==> config.mk <==
export PLATFORM = sky130hd
export DESIGN_NAME = sorted_list_insert_delete_core
export DESIGN_NICKNAME = d
export VERILOG_FILES = /design/src/sv/slid_pkg.sv /design/src/sv/slid_fifo.sv /design/src/sv/slid_front.sv /design/src/sv/slid_back.sv /design/src/sv/sorted_list_insert_delete_core.sv
export SDC_FILE = /design/constraint.sdc
export NUM_CORES = 2
export LEC_CHECK = 0
export BUFFER_PORTS_ARGS = -buffer_cell sky130_fd_sc_hd__buf_2
export CORE_MARGIN = 5
export CORE_UTILIZATION = 50
export CTS_BUF_LIST = sky130_fd_sc_hd__clkbuf_4 sky130_fd_sc_hd__clkbuf_8
export DETAILED_ROUTE_END_ITERATION = 10
export PLACE_DENSITY = 0.64
export SLEW_MARGIN = 20
export SYNTH_ARGS = -nofsm -noshare
export SYNTH_HDL_FRONTEND = slang
export SYNTH_HIERARCHICAL = 1
export SYNTH_SLANG_ARGS = --single-unit
==> constraint.sdc <==
create_clock -name clk -period 8.7 [get_ports clk]
set_clock_uncertainty 0.15 [all_clocks]
set_input_delay 0.87 -clock clk [delete_from_list [all_inputs] [get_ports clk]]
set_output_delay 0.87 -clock clk [all_outputs]
set_load 0.005 [all_outputs]
==> src/sv/slid_pkg.sv <==
package slid_pkg;

	// default table depth
	localparam int CAPACITY_DEF = 16;
	// command queue depth between front and back
	localparam int Q_DEPTH = 2;

	typedef enum logic [1:0] {
		OP_INSERT = 2'd0,
		OP_DELETE = 2'd1,
		OP_DUMP   = 2'd2,
		OP_CLEAR  = 2'd3
	} op_t;

	localparam logic [1:0] ST_OK     = 2'd0;
	localparam logic [1:0] ST_FULL   = 2'd1;
	localparam logic [1:0] ST_EMPTY  = 2'd2;
	localparam logic [1:0] ST_ABSENT = 2'd3;

	typedef struct packed {
		op_t                op;
		logic signed [31:0] value;
	} cmd_t;

	typedef struct packed {
		logic full;
		logic empty;
	} q_stat_t;

endpackage

==> src/sv/slid_fifo.sv <==
module slid_fifo import slid_pkg::*; (
	input  logic    clk,
	input  logic    arst_n,
	input  logic    push,
	input  cmd_t    wr_cmd,
	input  logic    pop,
	output cmd_t    rd_cmd,
	output q_stat_t stat
);

	localparam int PW = (Q_DEPTH > 1) ? $clog2(Q_DEPTH) : 1;
	localparam int CW = $clog2(Q_DEPTH + 1);

	cmd_t          mem_q [Q_DEPTH];
	logic [PW-1:0] wr_ptr_q;
	logic [PW-1:0] rd_ptr_q;
	logic [CW-1:0] cnt_q;

	assign stat.full  = (cnt_q == CW'(Q_DEPTH));
	assign stat.empty = (cnt_q == '0);
	assign rd_cmd     = mem_q[rd_ptr_q];

	always_ff @(posedge clk or negedge arst_n) begin
		if (!arst_n) begin
			wr_ptr_q <= '0;
			rd_ptr_q <= '0;
			cnt_q    <= '0;
		end else begin
			if (push) begin
				wr_ptr_q <= (wr_ptr_q == PW'(Q_DEPTH - 1)) ? '0 : wr_ptr_q + PW'(1);
			end
			if (pop) begin
				rd_ptr_q <= (rd_ptr_q == PW'(Q_DEPTH - 1)) ? '0 : rd_ptr_q + PW'(1);
			end
			if (push && !pop) begin
				cnt_q <= cnt_q + CW'(1);
			end else if (pop && !push) begin
				cnt_q <= cnt_q - CW'(1);
			end
		end
	end

	always_ff @(posedge clk) begin
		if (push) begin
			mem_q[wr_ptr_q] <= wr_cmd;
		end
	end

endmodule

==> src/sv/slid_front.sv <==
module slid_front import slid_pkg::*; (
	input  logic               clk,
	input  logic               arst_n,
	input  logic               req_valid,
	output logic               req_stall,
	input  logic [1:0]         mode,
	input  logic signed [31:0] value,
	input  q_stat_t            qs,
	output logic               push,
	output cmd_t               wr_cmd
);

	logic valid_s1;
	cmd_t cmd_s1;
	op_t  op_c;
	logic take;

	// decode the request code
	assign op_c = op_t'(mode);

	assign req_stall = valid_s1 && qs.full;
	assign take      = req_valid && !req_stall;
	assign push      = valid_s1 && !qs.full;
	assign wr_cmd    = cmd_s1;

	always_ff @(posedge clk or negedge arst_n) begin
		if (!arst_n) begin
			valid_s1 <= 1'b0;
		end else if (take) begin
			valid_s1 <= 1'b1;
		end else if (push) begin
			valid_s1 <= 1'b0;
		end
	end

	always_ff @(posedge clk) begin
		if (take) begin
			cmd_s1.op    <= op_c;
			cmd_s1.value <= value;
		end
	end

endmodule

==> src/sv/slid_back.sv <==
module slid_back import slid_pkg::*; #(
	parameter int CAPACITY = CAPACITY_DEF,
	localparam int CW = $clog2(CAPACITY + 1)
) (
	input  logic               clk,
	input  logic               arst_n,
	input  q_stat_t            qs,
	input  cmd_t               q_cmd,
	output logic               q_pop,
	output logic               res_valid,
	input  logic               res_stall,
	output logic [1:0]         status,
	output logic signed [31:0] entry,
	output logic               entry_valid,
	output logic               last,
	output logic [CW-1:0]      count
);

	typedef enum logic [1:0] {S_IDLE, S_CMP, S_EXEC, S_DUMP} state_t;

	state_t             state_q;
	logic [CW-1:0]      count_q;
	logic [CW-1:0]      idx_q;
	cmd_t               cmd_q;
	logic signed [31:0] e_q [CAPACITY];
	logic signed [31:0] e_d [CAPACITY];
	logic signed [31:0] prv_e [CAPACITY];
	logic signed [31:0] nxt_e [CAPACITY];
	logic [CAPACITY-1:0] lt_c, eq_c, lt_q, eq_q, ins_at, ge_mask;
	logic               res_valid_q;
	logic [1:0]         status_q;
	logic signed [31:0] entry_q;
	logic               entry_valid_q;
	logic               last_q;
	logic               out_free, full, empty, hit, dump_last;
	logic               do_ins, do_del, do_rot;
	logic               res_set;

	assign out_free  = !res_valid_q || !res_stall;
	assign full      = (count_q == CW'(CAPACITY));
	assign empty     = (count_q == '0);
	assign hit       = |eq_q;
	assign dump_last = (idx_q == count_q - CW'(1));
	assign q_pop     = (state_q == S_IDLE) && !qs.empty;

	// lanes at and above the first match
	assign ge_mask = ~((eq_q ^ (eq_q - CAPACITY'(1))) >> 1);

	assign do_ins = (state_q == S_EXEC) && out_free && (cmd_q.op == OP_INSERT) && !full;
	assign do_del = (state_q == S_EXEC) && out_free && (cmd_q.op == OP_DELETE)
		&& !empty && hit;
	assign do_rot = (state_q == S_DUMP) && out_free;

	// a new result is loaded this cycle
	assign res_set = ((state_q == S_EXEC) && out_free && !((cmd_q.op == OP_DUMP) && !empty))
		|| do_rot;

	for (genvar i = 0; i < CAPACITY; i++) begin : g_cell
		if (i == 0) begin : g_lo
			assign ins_at[i] = 1'b1;
			assign prv_e[i]  = e_q[i];
		end else begin : g_mid
			assign ins_at[i] = lt_q[i-1];
			assign prv_e[i]  = e_q[i-1];
		end
		if (i == CAPACITY - 1) begin : g_hi
			assign nxt_e[i] = e_q[i];
		end else begin : g_below
			assign nxt_e[i] = e_q[i+1];
		end

		assign lt_c[i] = (count_q > CW'(i)) && (e_q[i] < cmd_q.value);
		assign eq_c[i] = (count_q > CW'(i)) && (e_q[i] == cmd_q.value);

		always_comb begin
			e_d[i] = e_q[i];
			if (do_ins && !lt_q[i]) begin
				e_d[i] = ins_at[i] ? cmd_q.value : prv_e[i];
			end else if (do_del && ge_mask[i]) begin
				e_d[i] = nxt_e[i];
			end else if (do_rot) begin
				// rotate the live part of the table by one
				if (count_q > CW'(i + 1)) begin
					e_d[i] = nxt_e[i];
				end else if (count_q == CW'(i + 1)) begin
					e_d[i] = e_q[0];
				end
			end
		end
	end

	always_ff @(posedge clk) begin
		for (int i = 0; i < CAPACITY; i++) begin
			e_q[i] <= e_d[i];
		end
		if (q_pop) begin
			cmd_q <= q_cmd;
		end
		if (state_q == S_CMP) begin
			lt_q <= lt_c;
			eq_q <= eq_c;
		end
	end

	always_ff @(posedge clk or negedge arst_n) begin
		if (!arst_n) begin
			state_q       <= S_IDLE;
			count_q       <= '0;
			idx_q         <= '0;
			res_valid_q   <= 1'b0;
			status_q      <= ST_OK;
			entry_q       <= '0;
			entry_valid_q <= 1'b0;
			last_q        <= 1'b0;
		end else begin
			res_valid_q <= res_set || (res_valid_q && res_stall);
			case (state_q)
				S_IDLE: begin
					if (q_pop) begin
						state_q <= S_CMP;
					end
				end
				S_CMP: begin
					state_q <= S_EXEC;
				end
				S_EXEC: begin
					if (out_free) begin
						entry_q       <= '0;
						entry_valid_q <= 1'b0;
						last_q        <= 1'b1;
						state_q       <= ((cmd_q.op == OP_DUMP) && !empty) ? S_DUMP : S_IDLE;
						case (cmd_q.op)
							OP_INSERT: begin
								status_q <= full ? ST_FULL : ST_OK;
								if (!full) begin
									count_q <= count_q + CW'(1);
								end
							end
							OP_DELETE: begin
								if (empty) begin
									status_q <= ST_EMPTY;
								end else if (!hit) begin
									status_q <= ST_ABSENT;
								end else begin
									status_q <= ST_OK;
									count_q  <= count_q - CW'(1);
								end
							end
							OP_DUMP: begin
								if (empty) begin
									status_q <= ST_EMPTY;
								end else begin
									idx_q <= '0;
								end
							end
							default: begin
								status_q <= empty ? ST_EMPTY : ST_OK;
								count_q  <= '0;
							end
						endcase
					end
				end
				S_DUMP: begin
					if (out_free) begin
						status_q      <= ST_OK;
						entry_q       <= e_q[0];
						entry_valid_q <= 1'b1;
						last_q        <= dump_last;
						idx_q         <= idx_q + CW'(1);
						if (dump_last) begin
							state_q <= S_IDLE;
						end
					end
				end
				default: begin
					state_q <= S_IDLE;
				end
			endcase
		end
	end

	assign res_valid   = res_valid_q;
	assign status      = status_q;
	assign entry       = entry_q;
	assign entry_valid = entry_valid_q;
	assign last        = last_q;
	assign count       = count_q;

endmodule

==> src/sv/sorted_list_insert_delete_core.sv <==
// Sorted table of signed 32-bit values with insert, delete, in-order dump and clear.
// A request passes the front register and the command queue; the back end takes one
// request at a time in three steps (pop, compare, execute), holding in execute while
// its result stalls; a dump adds one result per entry via the single result register.
// Reset: arst_n asynchronously empties the table count, the queue and all handshakes;
// table cells are not cleared and are never read before being written.
module sorted_list_insert_delete_core import slid_pkg::*; #(
	parameter int CAPACITY = CAPACITY_DEF
) (
	input  logic               clk,
	input  logic               arst_n,
	// request channel
	input  logic               req_valid,
	output logic               req_stall,
	input  logic [1:0]         mode,
	input  logic signed [31:0] value,
	// result channel
	output logic               res_valid,
	input  logic               res_stall,
	output logic [1:0]         status,
	output logic signed [31:0] entry,
	output logic               entry_valid,
	output logic               last
);

	localparam int CW = $clog2(CAPACITY + 1);

	// front -> queue
	logic    push;
	cmd_t    wr_cmd;
	// queue -> back
	logic    pop;
	cmd_t    rd_cmd;
	q_stat_t qs;
	// live entry count, for checking only
	logic [CW-1:0] count;

	// Front end: registers a request and decodes its operation. It stalls the
	// requester only while its register is full and the queue cannot take it.
	slid_front u_front (
		.clk       (clk),
		.arst_n    (arst_n),
		.req_valid (req_valid),
		.req_stall (req_stall),
		.mode      (mode),
		.value     (value),
		.qs        (qs),
		.push      (push),
		.wr_cmd    (wr_cmd)
	);

	// Short command queue decoupling front and back.
	slid_fifo u_fifo (
		.clk    (clk),
		.arst_n (arst_n),
		.push   (push),
		.wr_cmd (wr_cmd),
		.pop    (pop),
		.rd_cmd (rd_cmd),
		.stat   (qs)
	);

	// Back end: row of table cells. Compare against every live cell at once and register
	// the result, then shift the row in the execute state. Insert opens a slot at the
	// first cell not below the value; delete closes the first equal cell. Dump rotates
	// the live cells through cell 0 once, so the table ends where it started.
	slid_back #(
		.CAPACITY (CAPACITY)
	) u_back (
		.clk         (clk),
		.arst_n      (arst_n),
		.qs          (qs),
		.q_cmd       (rd_cmd),
		.q_pop       (pop),
		.res_valid   (res_valid),
		.res_stall   (res_stall),
		.status      (status),
		.entry       (entry),
		.entry_valid (entry_valid),
		.last        (last),
		.count       (count)
	);

`ifndef SYNTHESIS
	a_count_bound: assert property (@(posedge clk) disable iff (!arst_n)
		count <= CW'(CAPACITY))
		else $error("entry count above capacity");

	a_dump_ok: assert property (@(posedge clk) disable iff (!arst_n)
		res_valid && entry_valid |-> status == ST_OK)
		else $error("dumped entry without ok status");

	a_single_result: assert property (@(posedge clk) disable iff (!arst_n)
		res_valid && !entry_valid |-> entry == '0 && last)
		else $error("non-dump result not single or entry nonzero");

	a_count_step: assert property (@(posedge clk) disable iff (!arst_n)
		count != $past(count) |-> count == '0 || count == $past(count) + CW'(1)
			|| count == $past(count) - CW'(1))
		else $error("entry count jumped");
`endif

endmodule
; ---- After elaboration in Yosys (flattened, before gate mapping)
; Memories as Yosys holds them, arrays and structs flattened. A register that Yosys moved wholly into a read port is not among the register bits.
; Index checks and enable logic that the tools add are counted.
; W data, S select, Z words.
[op_classes]
n_addsub = 8
n_lt_le_gt_ge = 33
n_eq_ne = 48
mux = 134
bitwise = 3
n_reduce_logical = 122
[op_table]
columns = operator, n
row1 = $mux W32, 96
row2 = $eq A32 B32 Y1, 16
row3 = $lt A32 B32 Y1, 16
row4 = $logic_and A1 B1 Y1, 80
row5 = $pmux W32 S2, 1
row6 = $eq A5 B4 Y1 const B, 8
row7 = $gt A5 B4 Y1 const B, 8
row8 = $mux W5, 7
row9 = $logic_not A1 Y1, 26
row10 = $mux W2, 13
row11 = $eq A5 B3 Y1 const B, 4
row12 = $gt A5 B3 Y1 const B, 4
row13 = $not A15 Y16, 1
row14 = $reduce_or A16 Y1, 1
row15 = $sub A16 B1 Y16 const B, 1
row16 = $xor A16 B16 Y16, 1
row17 = $pmux W5 S3, 1
row18 = $add A5 B1 Y5 const B, 2
row19 = $eq A5 B2 Y1 const B, 2
row20 = $gt A5 B1 Y1 const B, 2
row21 = $gt A5 B2 Y1 const B, 2
row22 = $mux W1, 10
row23 = $ne A2 B2 Y1 const B, 5
row24 = $pmux W5 S2, 1
row25 = other kinds (24), 40
[word_totals]
ff_bits = 120
mem_bits_rw = 580
inputBits = 38
output_inout_bits = 38
elab_cells = 366
memories = 2
[memory_table]
columns = name, depth, width, read_ports, rd_clocked_by_memory_dff, write_ports, line_no
row1 = u_back.e_q, 16, 32, 16, 0, 16, slid_back.sv:25  ; logic signed [31:0] e_q [CAPACITY];
row2 = u_fifo.mem_q, 2, 34, 1, 1, 1, slid_fifo.sv:14  ; cmd_t mem_q [Q_DEPTH];

; ---- Depth between registers and ports, before layout
[logic_depth]
depth_word = 9
mapped_depth = 12
ltp_nobuf = 8

; ---- Modules after synthesis
; Netlist, hierarchy kept.
[by_module_without_submodules]
columns = mod, n_inst, cells_each, area_per_inst_um2, seq_area_each_um2
row1 = slid_back, 1, 4303, 45244.6, 18582.8
row2 = slid_fifo, 1, 122, 2791.4, 2142.1
row3 = slid_front, 1, 39, 1078.5, 1046.0

; ---- Worst setup path before layout
; Ideal clock, no wire load.
[synth_timing]
kind = register to register
start = reg, netlist name u_back/count[1]
end = mem u_back.e_q[0][0] (enable)
setup_time_ns = 0.466
arrival_time_ns = 4.046
required_ns = 8.084
slack_ns = 4.039
path_stages_with_launch = 9
n_path_buf = 2
period_less_slack_ns = 4.661
cell_sequence = dfrtp_1 > clkbuf_1 > inv_1 > ha_1 > nor4b_1 > nor4b_1 > o21ai_1 > buf_4 > o21ai_0
[synth_lines]
columns = element, line_no
row1 = end: declaration, slid_back.sv:25

==> metrics.cfg <==
[sta]
fin_tns_setup_ps=0
slew_viol_final=0
fin_crit_ps=4290
finalCritPeriodShare_pct=49.3
max_slew_margin_pct=16.1
setup-violations-final=0
clock.fmax_mhz=233
finalHoldViolations=0
worstMarginPinSlew_ps=1230
rsz0062_at_grt=false

[global_route]
grt_first_pass_wirelength_um=240000
antenna_found_initial=3
grt_pass1_vias=37800
overflow=0
track_usage_pct=29.6
grt_max_degree=67

[drt]
drt_iter0_drc=4670
routed_wl_um=158000
drt_pre_antenna_iters=6
ant_nets=0
wl_per_cell_um=27.1
vias=38700
drc_errors=0
viasPerCell=6.64

[critical_path]
cp_max_fo=32
slowest_stage=nand3_2
endpoint=u_back/e_q[1][135]
crit_family=simple AND/OR/NAND/NOR gates
reg2reg_to=u_back/e_q[1][135]
crit_start=u_back/eq_q[2]
critPathBufInv=0
path_depth=5
slowest_delay_ps=870
reg2reg_setup_slack_ps=4410
cp-start-kind=flip-flop
r2r-start=u_back/eq_q[2]
end_kind=flip-flop
critPathKind=reg2reg
required_ps=8830
reg2reg_depth=5
cp_cell_sequence=nor4_2 -> nor3b_1 -> nand2_1 -> o31ai_1 -> nand3_2
worst_ep_arrival_time_ps=4420

[yosys]
synth_warnings=6
synth_cell_type_count=79
synth_nets=5024
syn_area_per_cell_um2=11.0
synth_edf_count=680
synth-seq-cells=734
synth_area_um2=49100
synthFlopType=edfxtp_1
synth_top_cell_by_area=edfxtp_1
synth_seq_area_share_pct=44.3
syn_inst=4464
synth_top_area_share_pct=41.6
synth-async-reset-ratio_pct=7.36
synth.area.top_cells=edfxtp_1 42%, ha_1 13%, mux2i_1 7.2%

[placed_design]
gp_congestion=0.918
dpl_cell_area_um2=50600
dp_hpwl_um=116000
port_buffers=75

[power]
p_leak_nw=21.3
ir_drop_v=0.000248
power_density_nw_per_um2=429

[final_layout]
drive_gt1_share_pct=13.5
finalInstanceArea_um2=53700
area_growth_pct=9.33
num-nets-final=4989

[cts]
cts_buffer_depth=3
numCtsBuffers=136
tritoncts=done
clock_sinks=734
htree_levels=4
path_clk_slew_ps=60
clock_latency_ps=820
clockRootBuffer=clkbuf_8

[floorplan]
die_h_um=323
fp-row-count=115
io_pins=76
fp.dieW_um=323
die_area_um2=105000
coreArea_um2=98000
start_util_pct=50.1

[status]
status=finished, final reports clean

[job]
max_cap_viol_count=0

[worst_hold_path]
holdCritPathClass=in2reg

==> power by group <==
group / internal [mW] / leakage, nW / switching, mW
clock: 2.00 / 1.51 / 1.57
sequential: 6.36 / 7.00 / 1.59
combinational: 4.70 / 12.8 / 6.84
==> cell usage in the layout, fill, tap and decap left out, types with 21 or more instances in the layout <==
cell and count:
edfxtp_1 680, ha_1 522, nor2_1 424, mux2i_1 355
nand2_1 328, a221o_1 323, a21oi_1 217, clkbuf_8 151
buf_4 126, nor2b_1 122, a31oi_1 106, a211oi_1 104
nand4_1 89, buf_2 74, inv_1 65, nand3_1 65
o21ai_0 62, a21o_1 58, dfrtp_1 53, clkbuf_4 51
mux2_2 43, a22o_1 43, and4_1 34, o22a_1 33
o221a_2 32, mux2_4 29, o211ai_1 25, nor4_1 22
nor3_1 21
==> flip-flops by register name (all words and copies together), names as in the netlist <==
signal and cells:
u_back/cmd_q 34, u_back/count 5, u_front/valid_s1 1, u_back/e_q 512, u_back/entry 32, u_back/lt_q 16, u_back/status 2, u_back/entry_valid 1
u_fifo/mem_q 68, u_back/last 1, u_back/eq_q 16, u_front/wr_cmd 34, u_back/idx_q 5, u_fifo/wr_ptr_q 1, u_fifo/rd_ptr_q 1, u_back/state_q 2
u_back/res_valid 1, u_fifo/cnt_q 2
==> metrics by stage <==
| stage | power [mW] | setup slack, ps | instances | hold WS [ps] | util [%] |
|---|---|---|---|---|---|
| after CTS | 22.9 | 4470 | 5821 | 0.0449 | 54.7 |
| after global placement | 18.9 | 4410 | 5562 | 272 | 51.7 |
| after detailed placement | 19.2 | 4400 | 5564 | 280 | 51.7 |
| after global routing | 24.5 | 4260 | 5824 | 21.0 | 54.8 |
| final | 23.1 | 4410 | 5824 | 85.7 | 54.8 |
| after floorplan | 15.6 | 4040 | 4464 | 271 | - |
==> synth_stat cells, drive strengths merged, types with 8 or more instances <==
master and n:
inv 65, a221o 323, nor3 24, buf 112, o31ai 8, a211oi 105
nand4 89, a31oi 106, o22a 33, clkbuf 277, o21ai 68, or2 17
nand3 70, o211ai 25, and2 10, mux2 72, a221oi 16, nor2b 124
a21boi 25, o221a 32, o41ai 14, and4 34, a21o 59, ha 522
a22o 43, and3 12, nand2 329, xor2 10, a21oi 217, nor4 23
dfrtp 54, o21a 17, nor2 428, edfxtp 680, mux2i 355
==> layout make-up <==
| type | instances | area, µm² |
|---|---|---|
| timing repair buffer | 216 | 1520 |
| inverter | 65 | 244 |
| tap | 1287 | 1610 |
| fill | 8452 | 44300 |
| sequential | 734 | 21800 |
| clock buffer | 202 | 2460 |
| antenna | 1 | 2.50 |
| clock inverter | 43 | 402 |
| multi-input combinational | 3276 | 25700 |
==> worst min-delay path by stage <==
| stage | startpoint | endpoint | cells past startpoint |
|---|---|---|---|
| 2_1_floorplan | u_front/wr_cmd[0] | u_fifo/mem_q[0][0] | 0 |
| 3_3_place_gp | u_front/wr_cmd[31] | u_fifo/mem_q[1][31] | 0 |
| 3_5_place_dp | u_front/wr_cmd[32] | u_fifo/mem_q[0][32] | 0 |
| 4_1_cts | mode[0] | u_front/wr_cmd[32] | 1 |
| 5_1_grt | mode[0] | u_front/wr_cmd[32] | 1 |
| 6_report | mode[0] | u_front/wr_cmd[32] | 1 |
==> cell families (layout without fill, tap and decap cells) <==
kind of cell	Yosys count	in the layout	synth area share, %
flops	734	734	44.3
simple gates	1193	1193	11.4
buf+inv	454	526	3.88
xor+xnor	15	15	0.267
mux	427	427	9.11
other cells	0	1	0
compound gates	1119	1119	17.7
fa+ha+maj	522	522	13.3
==> metal layers <==
metal  routed length, µm  track usage, %
met1               68700            42.5
met2               69400            45.5
met3               13700            4.56
met4                6260            11.4
met5                  17               0
==> what timing repair did <==
action / 4_1_cts / 5_1_grt
gates resized for setup: 0 / 0
hold endpoints to repair: 16 / 0
setup buffers: 0 / 0
hold buffers: 12 / 0
No activity file was read; power rests on OpenSTA's default activity.
